===== config.mk =====
export PLATFORM = sky130hd
export DESIGN_NAME = msf_div
export DESIGN_NICKNAME = d
export VERILOG_FILES = /design/src/sv/msf_pkg.sv /design/src/sv/msf_div.sv
export SDC_FILE = /design/constraint.sdc
export NUM_CORES = 1
export LEC_CHECK = 0
export BUFFER_PORTS_ARGS = -buffer_cell sky130_fd_sc_hd__buf_2
export CORE_UTILIZATION = 55
export DETAILED_ROUTE_END_ITERATION = 10
export PLACE_DENSITY = 0.77
export SLEW_MARGIN = 20
export SYNTH_ARGS = -nofsm -noshare
export SYNTH_HDL_FRONTEND = slang
export SYNTH_SLANG_ARGS = --single-unit

===== constraint.sdc =====
create_clock -name clk -period 3.3 [get_ports clk]
set_input_delay 0.66 -clock clk [delete_from_list [all_inputs] [get_ports clk]]
set_output_delay 0.66 -clock clk [all_outputs]
set_load 0.005 [all_outputs]

===== src/sv/msf_pkg.sv =====
package msf_pkg;
    localparam int PriceBits  = 24;
    localparam int FastPeriod = 12;
    localparam int SlowPeriod = 26;
    localparam int SigPeriod  = 9;
    localparam int FDepth     = FastPeriod + 1;
    localparam int SDepth     = SlowPeriod + 1;
    localparam int PDepth     = (FDepth > SDepth) ? FDepth : SDepth;
    localparam int MDepth     = SigPeriod + 1;
    localparam int HDepth     = (PDepth > MDepth) ? PDepth : MDepth;
    localparam int CntBits    = $clog2(HDepth + 1);
    localparam int WBits      = 18;
    localparam int VBits      = PriceBits + 1;
    localparam int ProdBits   = VBits + WBits;
    localparam int AccBits    = ProdBits + 6;
    localparam int DenBits    = WBits + 6;
    localparam int QBits      = VBits + 1;

    localparam logic [WBits-1:0] WOne = 18'h20000;

    function automatic logic [WBits-1:0] weight(input int period, input int idx);
        logic [63:0] w;
        w = 64'(WOne);
        for (int i = 0; i < 64; i++)
        begin
            if (i < idx)
            begin
                w = (w * 64'(period - 1) + 64'((period + 1) / 2)) / 64'(period + 1);
            end
        end
        return WBits'(w);
    endfunction

    typedef enum logic [2:0] {
        ST_IDLE = 3'b001,
        ST_RUN  = 3'b010,
        ST_DONE = 3'b100
    } state_t;
endpackage


===== src/sv/msf_div.sv =====
// restoring divider: q = floor((2*num + den) / (2*den)), one quotient bit per cycle
module msf_div
    import msf_pkg::*;
(
    input  logic               clk,
    input  logic               rst_n,
    input  logic               start,
    input  logic [AccBits-1:0] num,
    input  logic [DenBits-1:0] den,
    output logic               done,
    output logic [QBits-1:0]   quo
);
    localparam int NBits = AccBits + 2;
    localparam int RBits = DenBits + 2;
    localparam int KBits = $clog2(NBits + 1);

    logic [NBits-1:0] n_reg;
    logic [RBits-1:0] r_reg;
    logic [RBits-1:0] d_reg;
    logic [KBits-1:0] k_reg;
    logic             busy_reg;
    logic [RBits-1:0] shifted;

    assign shifted = {r_reg[RBits-2:0], n_reg[NBits-1]};

    always_ff @(posedge clk or negedge rst_n)
    begin
        if (!rst_n)
        begin
            busy_reg <= 1'b0;
            done     <= 1'b0;
            k_reg    <= '0;
        end
        else
        begin
            done <= 1'b0;
            if (start)
            begin
                busy_reg <= 1'b1;
                k_reg    <= KBits'(NBits);
            end
            else if (busy_reg)
            begin
                k_reg <= k_reg - 1'b1;
                if (k_reg == KBits'(1))
                begin
                    busy_reg <= 1'b0;
                    done     <= 1'b1;
                end
            end
        end
    end

    always_ff @(posedge clk)
    begin
        if (start)
        begin
            n_reg <= {num, 1'b0} + NBits'(den);
            d_reg <= {1'b0, den, 1'b0};
            r_reg <= '0;
        end
        else if (busy_reg)
        begin
            if (shifted >= d_reg)
            begin
                r_reg <= shifted - d_reg;
                n_reg <= {n_reg[NBits-2:0], 1'b1};
            end
            else
            begin
                r_reg <= shifted;
                n_reg <= {n_reg[NBits-2:0], 1'b0};
            end
        end
    end

    assign quo = n_reg[QBits-1:0];
endmodule


# ---- After elaboration in Yosys (flattened, before gate mapping)
# Cells that the tools add are included.
dict set report classes {
  shifts 0
  n_reduce_logical 1
  n_div 0
  magnitude_cmp 1
  mux 12
  eq_ne 1
  n_bitwise 0
  mul 0
  addsub 3
}
# operator n
set op_table {}
lappend op_table {{$mux W51} 2}
lappend op_table {{$add A50 B24 Y51} 1}
lappend op_table {{$ge A26 B25 Y1} 1}
lappend op_table {{$mux W25} 1}
lappend op_table {{$sub A25 B25 Y25} 1}
lappend op_table {{$mux W6} 2}
lappend op_table {{$mux W1} 7}
lappend op_table {{$eq A6 B1 Y1 const B} 1}
lappend op_table {{$sub A6 B1 Y6 const B} 1}
lappend op_table {{$reduce_bool A2 Y1} 1}
dict set report totals {
  latch_bits 0
  ramBits 0
  mem_count 0
  in_bits 76
  ff_bits 108
  romBits 0
  wordCells 24
}

# ---- Logic depth before layout (Yosys ltp)
dict set report logic_depth {
  word_depth 4
  depth_mapped 13
  mapped_depth_nobuf 11
}

# ---- Least setup slack after synthesis
# OpenSTA, ideal clock, no wires.
dict set report synth_timing {
  path_type {input to register}
  startpoint {input num[0]}
  endpoint {register n_reg[43] (data pin)}
  path_slack_ns 0.129
  setup_ns 0.152
  arrival_time_ns 3.019
  path_stages 12
  path_buffers 2
  cell_sequence {ha_1 > fa_1 > a21o_1 > a21o_1 > a21oi_1 > o21ai_2 > a31oi_2 > o31a_1 > buf_6 > buf_4 > o21ai_0 > a31oi_1}
}
dict set report synth_between {
  elab_chain_len 2
}
# item line
set synth_lines {}
lappend synth_lines {{from (decl)} msf_div.sv:8} ;# input logic [AccBits-1:0] num,
lappend synth_lines {{$add A50 B24 Y51} msf_div.sv:58} ;# n_reg <= {num, 1'b0} + NBits'(den);
lappend synth_lines {{$mux W51} msf_div.sv:56} ;# if (start)
lappend synth_lines {{to (signal assigned)} msf_div.sv:58}
lappend synth_lines {{to (signal assigned)} msf_div.sv:67} ;# n_reg <= {n_reg[NBits-2:0], 1'b1};
lappend synth_lines {{to (signal assigned)} msf_div.sv:72} ;# n_reg <= {n_reg[NBits-2:0], 1'b0};
lappend synth_lines {{to (decl)} msf_div.sv:17} ;# logic [NBits-1:0] n_reg;
# No other way between the ends.
# A chain may end at the register's enable or synchronous reset.

# ---- Worst setup path in the final report
dict set report layout_timing {
  startpoint {register d_reg[2]}
  endpoint {register r_reg[15]}
}
dict set report layout_between {
  elab_chain_len 2
  elab_cells_between_ends 3
  classes_between {1 x add/sub; 1 x order compare; 1 x mux}
}
# item line
set layout_lines {}
lappend layout_lines {{from (decl)} msf_div.sv:19} ;# logic [RBits-1:0] d_reg;
lappend layout_lines {{from (signal assigned)} msf_div.sv:59} ;# d_reg <= {1'b0, den, 1'b0};
lappend layout_lines {{$sub A25 B25 Y25 / $ge A26 B25 Y1 (equally long branches)} {msf_div.sv:66, msf_div.sv:64}}
lappend layout_lines {{$mux W25 (*)} msf_div.sv:64} ;# if (shifted >= d_reg)
lappend layout_lines {{to (signal assigned)} msf_div.sv:66} ;# r_reg <= shifted - d_reg;
lappend layout_lines {{to (signal assigned)} msf_div.sv:71} ;# r_reg <= shifted;
lappend layout_lines {{to (decl)} msf_div.sv:18} ;# logic [RBits-1:0] r_reg;
# Mark *: on every way between the ends. The rest lies on a longest branch, timed or not.

==> run summary <==
num rows = 42
Distinct cells, synth = 59
status = completed
setup TNS = 0 ps
CTS Buf Count = 9
crit-path max FO = 17
Synth top cells by count = edfxtp_1, nor2_1, nand2_1
Peak Freq = 333.7 MHz
Setup CP Type = flop to flop
depth of the CTS H-tree = 3
Synth area leaders = edfxtp_1, ha_1, dfxtp_1, xnor2_1, a21oi_1
Final Skew = 10.30 ps
post-synthesis instance area = 0.007472 mm^2
setup bufs post-CTS = 0
endpoints failing hold = 0
Slew HR = 54.17%
fin crit share = 90.82%
CTS tree = done
per-cell routed wire length = 15.78 um
worst path bufs/invs = 2
Final nets = 1,010
Max Cap Violations = 0
worst ir drop on vdd = 0.0003541 V
syn nets = 931
All-Layer GR Usage = 25.19%
top_reg_cell synth = edfxtp_1
WP data arrival = 3260 ps
cell taking the most area after synthesis = edfxtp_1
Vias/cell = 5.795
chip width = 118.6 um
PortBufs = 102
syn_area_per_cell = 9.294 um^2
Power Density = 614.2 mW/mm^2
minimum hold slack = 127.1 ps
Syn-to-layout area delta = 13.11%
hold_buf cts = 0
Max stage delay on crit path = 460 ps
Initial DRC Count = 389
worst skew pair latency = 370 ps
Final Setup Violations = 0
most common cell in the netlist = edfxtp_1
WP data required = 3570 ps
first-pass GRT wire length = 28,210 um
Seq/Total Area, Yosys = 39.52%
clk buf depth = 2
Vias = 6,172
Congestion Overflow GR = 0
die footprint = 0.01406 mm^2
flops & latches, synth = 108
slowest CP cell = edfxtp_1
antenna violations before repair = 1
via count of the first global-routing pass = 5,883
DIE HEIGHT = 118.6 um
Syn. warnings = 0
ys async rst share = 7.407%
Initial Util = 56.42%
Max Slew Vio Count = 0
family with the most delay on the worst path = compound AO/OA/AOI/OAI gates
CTS sink cnt = 108
Core ar. = 0.01324 mm^2
critical-path cell list = inv_1 > ha_1 > nor2b_1 > o31a_1 > o31a_1 > o21ai_2 > a211o_1 > and2_1 > buf_12 > nand2_1 > a311oi_1
largest net degree at the start of global routing = 66
Cells after Synth = 804
Worst setup EP type = flop
max FFs per register = 51
overall power = 5.191 mW
Setup crit start kind = flop
Least-Margin Pin Slew = 687.4 ps
# IOs = 103
Post-synth EDFFs = 75
DPL Wire Length = 12,450 um
non-filler cells, final = 1,065
RSZ-0062 raised after global routing = false
most frequent CP cell = o31a_1
residual DRC count = 0
Final min period = 2997 ps
Antenna Nets Post-Route = 0
WL final = 16,810 um
Static Leakage = 3.631 nW
root buf cell = clkbuf_16
hold crit path type = input port to async pin
share of layout cells above drive strength 1 = 19.14%
drt pass-1 iters = 5
dpl cells = 1,048
Synth top area share = 30.14%
clock-pin slew of the registers on the worst-case setup and hold paths = 80 ps
placer congestion estimate = 0.9222
[report_power, final]
group          total (mW)  switching [mW]  internal [mW]
clock                1.17           0.520          0.647
sequential           1.91           0.167           1.74
combinational        2.12            1.17          0.948
total                5.19            1.86           3.33
[worst paths after layout]
path	start	endpoint	slack (ps)	depth (start not counted)
max reg2reg	d_reg[2]$_DFFE_PP_	r_reg[15]$_SDFFE_PP0P_	300	11
min in group clk	den[0]	d_reg[1]$_DFFE_PP_	480	1
max in group asynchronous	rst_n	done$_DFF_PN0_	3000	1
max	d_reg[2]$_DFFE_PP_	r_reg[15]$_SDFFE_PP0P_	300	11
min reg2reg	r_reg[16]$_SDFFE_PP0P_	r_reg[16]$_SDFFE_PP0P_	490	2
min	rst_n	k_reg[0]$_DFFE_PN0P_	130	1
[cell families after synthesis]
| group | count (synthesis) | synth area share, % |
|---|---|---|
| compound gates | 221 | 19.66 |
| xor+xnor | 50 | 5.861 |
| fa+ha+maj | 51 | 8.741 |
| buf+inv | 108 | 6.966 |
| flops | 108 | 39.52 |
| mux | 25 | 3.684 |
| simple gates | 241 | 15.57 |
[layer usage]
layer	global-route usage [%]	vias to the layer above	wire [um]
met2	40.02	153	7716
met5	0	-	0
met1	33.90	2907	7788
met4	9.810	0	440
met3	4.875	29	863
li1	-	3083	-
[timing repair]
item | 4_1_cts | 5_1_grt
gates resized for setup | 0 | 1
endpoints found under the setup margin | 0 | 1
endpoints found under the hold margin | 0 | 0
[layout by cell type (no fill, tap or decap), types with 4 or more instances in the layout]
cell and count:
buf_2 101, edfxtp_1 75, nor2_1 73, nand2_1 68
a21oi_1 55, ha_1 49, inv_1 46, xnor2_1 37
a21o_1 34, o21ai_0 30, dfxtp_1 25, buf_4 24
a31oi_1 20, mux2_2 20, o31ai_1 19, nand3_1 17
o21a_1 13, xor2_1 13, or4_1 12, nor3_1 11
or3_1 11, a311oi_1 11, clkbuf_16 10, nand4_1 9
nand2b_1 9, and3_1 8, dfrtp_1 8, o31a_1 6
a211oi_1 5, o211ai_1 5, mux2i_1 5, and4_1 4
and2_1 4, nor3b_1 4, o21bai_1 4, nor2b_1 4
buf_12 4
[stage by stage]
step	area [um^2]	setup slack (ps)	utilization [%]
after detailed placement	8114	-45.40	61.27
final	8452	303.0	63.82
after CTS	8446	221.3	63.78
after floorplan	7472	129.5	-
after global placement	8114	-1.253	61.27
after global routing	8452	66.57	63.82
[area by class of cell]
| type | instances | area [um^2] |
|---|---|---|
| Sequential cell | 108 | 2953 |
| Antenna cell | 1 | 2.502 |
| Multi-Input combinational cell | 588 | 4003 |
| Clock buffer | 10 | 250.2 |
| Fill cell | 1153 | 4791 |
| Clock inverter | 6 | 81.33 |
| Timing Repair Buffer | 129 | 765.7 |
| Tap cell | 176 | 220.2 |
| Inverter | 47 | 176.4 |
No activity file was read; power rests on OpenSTA's default activity.
