<file path="config.mk">
export PLATFORM = sky130hd
export DESIGN_NAME = msf_cell
export DESIGN_NICKNAME = d
export VERILOG_FILES = /design/src/sv/msf_pkg.sv /design/src/sv/msf_cell.sv
export SDC_FILE = /design/constraint.sdc
export NUM_CORES = 1
export LEC_CHECK = 0
export BUFFER_PORTS_ARGS = -buffer_cell sky130_fd_sc_hd__buf_2
export CORE_MARGIN = 2
export CORE_UTILIZATION = 51
export DETAILED_ROUTE_END_ITERATION = 6
export GPL_TIMING_DRIVEN = 0
export PLACE_DENSITY = 0.71
export SLEW_MARGIN = 20
export SYNTH_ARGS = -nofsm -noshare
export SYNTH_HDL_FRONTEND = slang
export SYNTH_SLANG_ARGS = --single-unit
</file>
<file path="constraint.sdc">
create_clock -name clk -period 15.1 [get_ports clk]
set_input_delay 1.51 -clock clk [delete_from_list [all_inputs] [get_ports clk]]
set_output_delay 1.51 -clock clk [all_outputs]
set_load 0.03 [all_outputs]
</file>
<file path="src/sv/msf_pkg.sv">
package msf_pkg;
    localparam int PriceBits  = 24;
    localparam int FastPeriod = 12;
    localparam int SlowPeriod = 26;
    localparam int SigPeriod  = 9;
    localparam int FDepth     = FastPeriod + 1;
    localparam int SDepth     = SlowPeriod + 1;
    localparam int PDepth     = (FDepth > SDepth) ? FDepth : SDepth;
    localparam int MDepth     = SigPeriod + 1;
    localparam int HDepth     = (PDepth > MDepth) ? PDepth : MDepth;
    localparam int CntBits    = $clog2(HDepth + 1);
    localparam int WBits      = 18;
    localparam int VBits      = PriceBits + 1;
    localparam int ProdBits   = VBits + WBits;
    localparam int AccBits    = ProdBits + 6;
    localparam int DenBits    = WBits + 6;
    localparam int QBits      = VBits + 1;

    localparam logic [WBits-1:0] WOne = 18'h20000;

    function automatic logic [WBits-1:0] weight(input int period, input int idx);
        logic [63:0] w;
        w = 64'(WOne);
        for (int i = 0; i < 64; i++)
        begin
            if (i < idx)
            begin
                w = (w * 64'(period - 1) + 64'((period + 1) / 2)) / 64'(period + 1);
            end
        end
        return WBits'(w);
    endfunction

    typedef enum logic [2:0] {
        ST_IDLE = 3'b001,
        ST_RUN  = 3'b010,
        ST_DONE = 3'b100
    } state_t;
endpackage

</file>
<file path="src/sv/msf_cell.sv">
// one tap of a window: shifts on load, adds its weighted value to the neighbor's
// partial sum and registers it, so a chain's sum settles register by register after a load
module msf_cell
    import msf_pkg::*;
(
    input  logic                clk,
    input  logic                load,
    input  logic [VBits-1:0]    din,
    output logic [VBits-1:0]    dout,
    input  logic [WBits-1:0]    w,
    input  logic                en,
    input  logic [AccBits-1:0]  acc_in,
    input  logic [DenBits-1:0]  den_in,
    output logic [AccBits-1:0]  acc_out,
    output logic [DenBits-1:0]  den_out
);
    logic [VBits-1:0] val_reg;
    logic [AccBits-1:0] acc_reg;
    logic [DenBits-1:0] den_reg;
    logic [ProdBits-1:0] prod;

    assign prod = ProdBits'(val_reg) * ProdBits'(w);

    always_ff @(posedge clk)
    begin
        if (load)
        begin
            val_reg <= din;
        end
        acc_reg <= acc_in + (en ? AccBits'(prod) : '0);
        den_reg <= den_in + (en ? DenBits'(w) : '0);
    end

    assign dout = val_reg;
    assign acc_out = acc_reg;
    assign den_out = den_reg;
endmodule

</file>
* Word level (Yosys, flattened, before mapping)
Index checks and enable logic that the tools add are counted.
** Word-level totals
- Flip-flop bits (word level) :: 98
- Output and inout bits :: 98
- Word-level logic and storage cells :: 8
** Operators by class
- Add/sub/neg operators :: 2
- Multipliers :: 1
- Mux-type cells :: 2
** Operator list (count)
- 49-bit by 43-bit adder with 49-bit output :: 1
- 25-bit by 18-bit multiplier with 43-bit output :: 1
- 43-bit two-way mux :: 1
- 24-bit by 18-bit adder with 24-bit output :: 1
- 18-bit two-way mux :: 1

* Depth between registers and ports, before layout
Gate-level depths: netlist of the first run.
- Word-level depth :: 3
- Gate-level depth with buffers :: 36
- Gate-level depth less buffers :: 33

* Least setup slack after synthesis of the first run
No wires, ideal clock.
- Kind :: input to register
- Start :: input w[10]
- End :: register acc_reg[48], in the netlist acc_out[48]
- Arrival time :: 8782 ps
- Data required time :: 15028 ps
- Setup slack :: 6246 ps
- Stages on the path :: 33
- Buffers on the path :: 4
- Cell sequence :: clkbuf_1 clkbuf_1 nand2_1 fa_1 inv_1 fa_1 fa_1 fa_1 fa_1 inv_1 fa_1 inv_1 ha_1 buf_6 a21o_1 a21o_1 a21o_1 a21o_1 a221oi_2 o21ai_1 xor2_1 and2_1 ha_1 clkbuf_1 a21o_1 a21o_1 a21o_1 nor3_1 a31oi_2 a21oi_2 a211oi_2 o211ai_2 xnor2_1
** Between the ends
- Cells in the longest elaborated chain, start to end :: 3
** RTL lines
- start: declaration :: line msf_cell.sv:10 : input logic [WBits-1:0] w,
- 25-bit by 18-bit multiplier with 43-bit output :: line msf_cell.sv:22 : assign prod = ProdBits'(val_reg) * ProdBits'(w);
- 43-bit two-way mux :: line msf_cell.sv:30 : acc_reg <= acc_in + (en ? AccBits'(prod) : '0);
- 49-bit by 43-bit adder with 49-bit output :: line msf_cell.sv:30
- end signal: assignment :: line msf_cell.sv:30
- end: declaration :: line msf_cell.sv:18 : logic [AccBits-1:0] acc_reg;
Every way passes these cells.
A chain may end at the register's enable or synchronous reset.

* Worst setup path after layout of the first run
- Start :: input w[9]
- End :: register acc_reg[47], in the netlist acc_out[47]
Same word-level chain as after synthesis.

==> metrics.md, run 1 <==
| Metric | Value |
|---|---|
| Max incr delay on CP | `roughly 0.64 ns` |
| Type of the worst setup path | `input port to register` |
| CTS Root Cell | `clkbuf_16` |
| EDFF count, synth | `25` |
| Initial antenna violation count | `1` |
| Die height | `between 200 and 250 um` |
| Io pins | `approximately 220` |
| Share of synthesized registers carrying an async set or reset | `0` |
| First-pass GRT wire length | `a little over 90 mm` |
| Cell count after synthesis | `roughly 2,400` |
| Max H-tree Level | `3` |
| TritonCTS clock tree | `built` |
| Mapped Nets | `roughly 3,100` |
| Max-cap violations | `0` |
| Drt pass-1 iters | `7` |
| DRC | `0` |
| Top cells by area, synth | `fa_1 36%, ha_1 11%, inv_1 8.7%` |
| Slowest cell on the critical path | `clkbuf_1` |
| WL/cell | `18.9 um` |
| # fillers | `3,758` |
| Sequential area share after synthesis | `0.106` |
| GRT Overall Usage | `0.289` |
| Final setup viols | `0` |
| Clk Latency, worst-skew pair | `0.42 ns` |
| Synth top cells by count | `484 x inv_1, 370 x fa_1, 367 x nand2_1` |
| Fmax | `0.0989 GHz` |
| IO buf count | `roughly 210` |
| Max-slew violations | `0` |
| Vias in the first global route | `17,300` |
| Largest delay share family, worst path | `adder cells` |
| Warnings from Yosys | `0` |
| Outcome | `finished, final reports clean` |
| Least-Margin Pin Slew | `approximately 1 ns` |
| Critical Path RT | `about 15 ns` |
| HP Class | `register to register` |
| Critical Path Source Type | `input port` |
| Total CTS buffers | `9` |
| Syn_area_per_cell | `approximately 8.7 sq um` |
| Buf/Inv on CP | `7` |
| Worst slew margin | `0.336` |
| Top-area cell type share of the netlist area | `0.356` |
| Min Tclk post-route | `10.12 ns` |
| Core area | `40,000 sq um` |
| Hold Buf Count CTS | `0` |
| Unrepaired setup endpoints after global routing | `false` |
| Pin count of the biggest net entering global routing | `26` |
| Post-cts gate resize count | `0` |
| Crit Path Max Fanout | `10` |
| Worst-path clk slew | `roughly 0.09 ns` |
| Setup TNS | `0 ns` |
| Final period utilization | `0.670` |
| Die X | `around 200 um` |
| Routed Antenna Nets | `0` |
| Post-CTS setup buffer count | `0` |
| Clock tree buffer depth | `2` |
| Final wirelength | `roughly 60 mm` |
| Most numerous cell on the critical path | `fa_1` |
| Total gr overflow | `0` |
| Post-synthesis register bit count | `between 90 and 100` |
| Clock Skew | `0.0162 ns` |
| Distinct cells, synth | `74` |
| Initial Util | `0.520` |
| Iteration-0 DRC count of the detailed router | `about 1,100` |
| Synth Cell Area | `around 21,000 sq um` |
| DR vias | `roughly 17,000` |
| Synth area leader | `fa_1` |
| Area of the multi-input gates | `16,400 sq um` |
| Reg area | `2210 sq um` |
| Area grow syn2layout | `9.71%` |
| Via density | `~5.5` |
| Main synth FF type | `dfxtp_1` |
| Ratio of cells with drive above 1 in the final layout | `0.104` |
| Total Die Area | `42,400 sq um` |
| Setup crit end kind | `register` |
| Placer Congestion | `0.975` |
| Nets | `3,291` |
| Row Count | `73` |
| Clock sink total | `slightly below 100` |
| Most frequent cell after synthesis | `inv_1` |
| Worst Path Arrival | `around 10 ns` |
| Detailed Place HPWL | `around 50 mm` |
| Fin. Hold Viols | `0` |
==> final cells by class <==
| type | instances | area share |
|---|---|---|
| Antenna cell | 1 | 0.000110 |
| Buffer | 105 | 0.0180 |
| Clock buffer | 9 | 0.00987 |
| Clock inverter | 7 | 0.00346 |
| Inverter | 484 | 0.0796 |
| Multi-Input combinational cell | 1715 | 0.717 |
| Sequential cell | 98 | 0.0970 |
| Tap cell | 525 | 0.0288 |
| Timing Repair Buffer | 211 | 0.0463 |
==> kinds of logic (layout without fill, tap and decap cells) <==
kind of cell    count (synthesis)  count (layout)  share of synthesized area
mux                             2               2                   0.000963
xor+xnor                      100             100                     0.0421
compound gates                322             322                      0.108
buf+inv                       589             816                      0.107
simple gates                  743             743                      0.172
flops                          98              98                      0.106
fa+ha+maj                     548             548                      0.463
other cells                     0               1                          0
==> per-stage QoR <==
stage                     hold slack, ns  worst slack, ns  cell area (sq um)  cells  utilization
after global placement             0.845             4.72              22500   3138        0.562
after detailed placement           0.857             4.69              22500   3138        0.562
final                              0.897             4.98              22800   3155        0.570
after CTS                          0.905             5.10              22800   3154        0.570
after global routing               0.941             4.61              22800   3154        0.570
after floorplan                    0.918             6.25              20800   2402            -
==> cell usage in the layout, fill, tap and decap left out, drive strengths merged, types with 14 or more instances in the layout <==
| cell type | count |
|---|---|
| inv | 488 |
| fa | 370 |
| nand2 | 367 |
| buf | 216 |
| and2 | 204 |
| ha | 178 |
| clkbuf | 109 |
| a21oi | 104 |
| dfxtp | 73 |
| xnor2 | 63 |
| a21o | 56 |
| o21ai | 55 |
| nor2 | 54 |
| xor2 | 37 |
| edfxtp | 25 |
| nor3 | 23 |
| o21bai | 20 |
| nand3 | 19 |
| nor2b | 15 |
| nand4 | 14 |
==> worst register-to-register path, delay by kind of cell, from the launching register on <==
family,cells,cell delay (ns)
compound gates,6,1.03
xor+xnor,2,0.28
fa+ha+maj,8,3.71
buf+inv,6,1.58
flops,1,0.41
simple gates,11,2.27
==> final timing paths <==
| path | startpoint | end | slack, ns | cells after the start |
|---|---|---|---|---|
| worst max-delay path | w[9] | acc_out[47] | 4.98 | 33 |
| worst min-delay path | dout[0] | acc_out[0] | 0.90 | 2 |
| worst min register to register | dout[0] | acc_out[0] | 0.90 | 2 |
| worst max register to register | dout[16] | acc_out[47] | 5.71 | 33 |
==> per-layer routing <==
| metal | wire, um | global-route usage | up-vias | part of all wire |
|---|---|---|---|---|
| li1 | - | - | 7849 | - |
| met1 | 23100 | 0.360 | 8575 | 0.39 |
| met2 | 28500 | 0.476 | 705 | 0.48 |
| met3 | 4460 | 0.0568 | 178 | 0.075 |
| met4 | 3400 | 0.150 | 0 | 0.057 |
| met5 | 0 | 0 | - | 0 |
==> state kept, by name, summed over array words and instances (netlist names) <==
name	cells
den_out	24
dout	25
acc_out	49
Power of run 1 is left out: the tool's default activity adds up to more than one toggle a clock period on the data nets, which glitch-free logic cannot reach.
==> run 2: changes to the inputs <==
Settings changed: ABC_AREA from default to 1, PLACE_DENSITY 0.71 to 0.73.
Clock period 15.1 ns to 8.7 ns, I/O delays scaled along.
==> run 2 against run 1 <==
Against the previous run: global-route usage rose by 1.9 points; wire length grew 15%; via count increased by 21%; register-to-register slack got worse by 5.1 ns; flip-flop and latch count stayed put; hold slack got worse by 0.27 ns; first-iteration DRC count rose by 80%; setup slack worse by 4.4 ns; utilization decreased by 0.81 points; synthesized area up 9.2%; critical endpoint is now acc_out[38]; clock skew up 0.010 ns; largest cell class unchanged; clock-buffer cell count unchanged.
==> metrics.md, run 2 <==
| Metric | Value |
|---|---|
| Initial antenna violation count | `1` |
| Worst Path Arrival | `~8.4 ns` |
| Setup TNS | `0 ns` |
| Non-Filler Instances | `between 4,000 and 5,000` |
| DR vias | `20,900` |
| Post-synthesis register bit count | `between 90 and 100` |
| Detailed Place HPWL | `roughly 58 mm` |
| Share of synthesized registers carrying an async set or reset | `0` |
| DRC | `0` |
| # fillers | `~4,400` |
| Clock tree buffer depth | `2` |
| Main synth FF type | `dfxtp_1` |
| Max incr delay on CP | `approximately 0.56 ns` |
| Total gr overflow | `0` |
| R2r setup slk | `0.59 ns` |
| Clock sink total | `about 100` |
| Distinct cells, synth | `34` |
| Top-area cell type share of the netlist area | `0.326` |
| Synth Cell Area | `22,700 sq um` |
| Least-Margin Pin Slew | `approximately 0.92 ns` |
| HP Class | `input port to register` |
| Worst slew margin | `0.390` |
| Design area | `24,700 sq um` |
| Row Count | `77` |
| Ratio of cells with drive above 1 in the final layout | `0.0748` |
| GRT Overall Usage | `0.307` |
| Initial Util | `0.516` |
| Most numerous cell on the critical path | `nand2_1` |
| Clock Skew | `0.0266 ns` |
| Area grow syn2layout | `9.02%` |
| PnR worst setup slack | `between 0.5 and 0.6 ns` |
| Placer Congestion | `slightly below 1` |
| Nets | `roughly 4,200` |
| Vias in the first global route | `about 21,000` |
| Post-place setup slack | `-0.104 ns` |
| Routed Antenna Nets | `0` |
| Critical Path Source Type | `input port` |
| Drt pass-1 iters | `6` |
| Type of the worst setup path | `input port to register` |
| Unrepaired setup endpoints after global routing | `false` |
| Synth top cells by count | `1,039 x nand2_1, 899 x inv_1, 370 x fa_1` |
| Io pins | `roughly 220` |
| Max reg flops | `a little under 50` |
| Fin. Hold Viols | `0` |
| WL/cell | `16.7 um` |
| Iteration-0 DRC count of the detailed router | `2,020` |
| Slowest cell on the critical path | `fa_1` |
| Max H-tree Level | `3` |
| Leading cell type in the layout, fill and taps excluded | `nand2_1` |
| Sequential area share after synthesis | `0.0975` |
| Most frequent cells in the layout | `1,039 x nand2_1, 899 x inv_1, 370 x fa_1` |
| Via density | `roughly 5.1` |
| Total CTS buffers | `9` |
| Setup crit end kind | `register` |
| Final period utilization | `0.935` |
| Core area | `about 44,000 sq um` |
| DP Area | `roughly 24,000 sq um` |
| Placed cell count | `4,093` |
| Most frequent cell after synthesis | `nand2_1` |
| Total Die Area | `46,200 sq um` |
| EDFF count, synth | `25` |
| Fmax | `about 0.12 GHz` |
| Outcome | `finished, final reports clean` |
| Final setup viols | `0` |
| Final wirelength | `about 69 mm` |
| Clk Latency, worst-skew pair | `approximately 0.41 ns` |
| Die X | `215 um` |
| Die height | `roughly 210 um` |
| First-pass GRT wire length | `110 mm` |
| Hold Buf Count CTS | `0` |
| Pin count of the biggest net entering global routing | `26` |
| Min Tclk post-route | `8.13 ns` |
| IO buf count | `about 200` |
| Crit Path Max Fanout | `10` |
| TritonCTS clock tree | `built` |
| CTS Root Cell | `clkbuf_16` |
| Worst-path clk slew | `approximately 0.10 ns` |
| Critical Path RT | `roughly 9.0 ns` |
| Mapped Nets | `roughly 4,000` |
| Top cells by area, synth | `fa_1 33%, nand2_1 17%, inv_1 15%` |
| Max-cap violations | `0` |
| Synth area leader | `fa_1` |
| Cell count after synthesis | `3,304` |
| Syn_area_per_cell | `around 6.9 sq um` |
| Max-slew violations | `0` |
| Warnings from Yosys | `0` |
run 2: changes by cell type after synthesis, sizes merged, moves of 12 or more:
cell    previous run  this run
and2             204         1
nand2b            12         0
nor2              54       206
a21oi            104       120
nand3             19        93
and3              12         0
inv              484       899
a21o              56         3
o211ai            13         1
nor2b             15         0
nand2            367      1048
xnor2             63        13
run 2: worst paths after layout:
kind | start | to | cells after the start
setup / recovery | w[6] | acc_out[38] | 36
hold / removal | din[19] | dout[19] | 1
setup reg to reg | dout[13] | acc_out[38] | 36
hold reg to reg | dout[0] | acc_out[0] | 4
run 2: metal layers:
layer  GRT usage  vias up  part of all wire
li1            -     9944                 -
met1       0.405     9915              0.40
met2       0.514      948              0.46
met3      0.0541      142             0.097
met4       0.102        0             0.035
met5           0        -                 0
run 2: layout make-up:
type,count,area [sq um],share of cell area
Timing Repair Buffer,197,986,0.0398
Antenna cell,1,2.50,0.000101
Clock buffer,9,225,0.00910
Inverter,899,3370,0.136
Buffer,107,444,0.0179
Multi-Input combinational cell,2197,16700,0.675
Tap cell,592,741,0.0299
Clock inverter,7,68.8,0.00278
Sequential cell,98,2210,0.0894
run 2: kinds of logic after synthesis:
kind of cell,share of synthesized area
AOI/OAI and AO/OA,0.0486
xor gates and xnor gates,0.0204
adders and majority gates,0.424
buffers and inverters,0.167
DFF,0.0975
and+or+nand+nor,0.242
run 2: repair_timing:
item	4_1_cts	5_1_grt
setup endpoints to repair	0	22
resized for setup	0	59
buffers inserted	0	0
run 2: per-stage QoR:
stage	utilization	hold WS [ns]
final	0.562	0.627
after global routing	0.562	0.618
after CTS	0.561	0.617
after detailed placement	0.555	1.05
after global placement	0.555	1.05
after floorplan	-	0.967
run 2: critical path: cells and delay by family:
family                   cells  cell delay (ns)
AO/OA/AOI/OAI                3             0.77
adder cells (fa/ha/maj)      8             3.80
buffers and inverters        8             1.26
AND/OR/NAND/NOR             17             1.67
Power of run 2 is left out for the same reason.
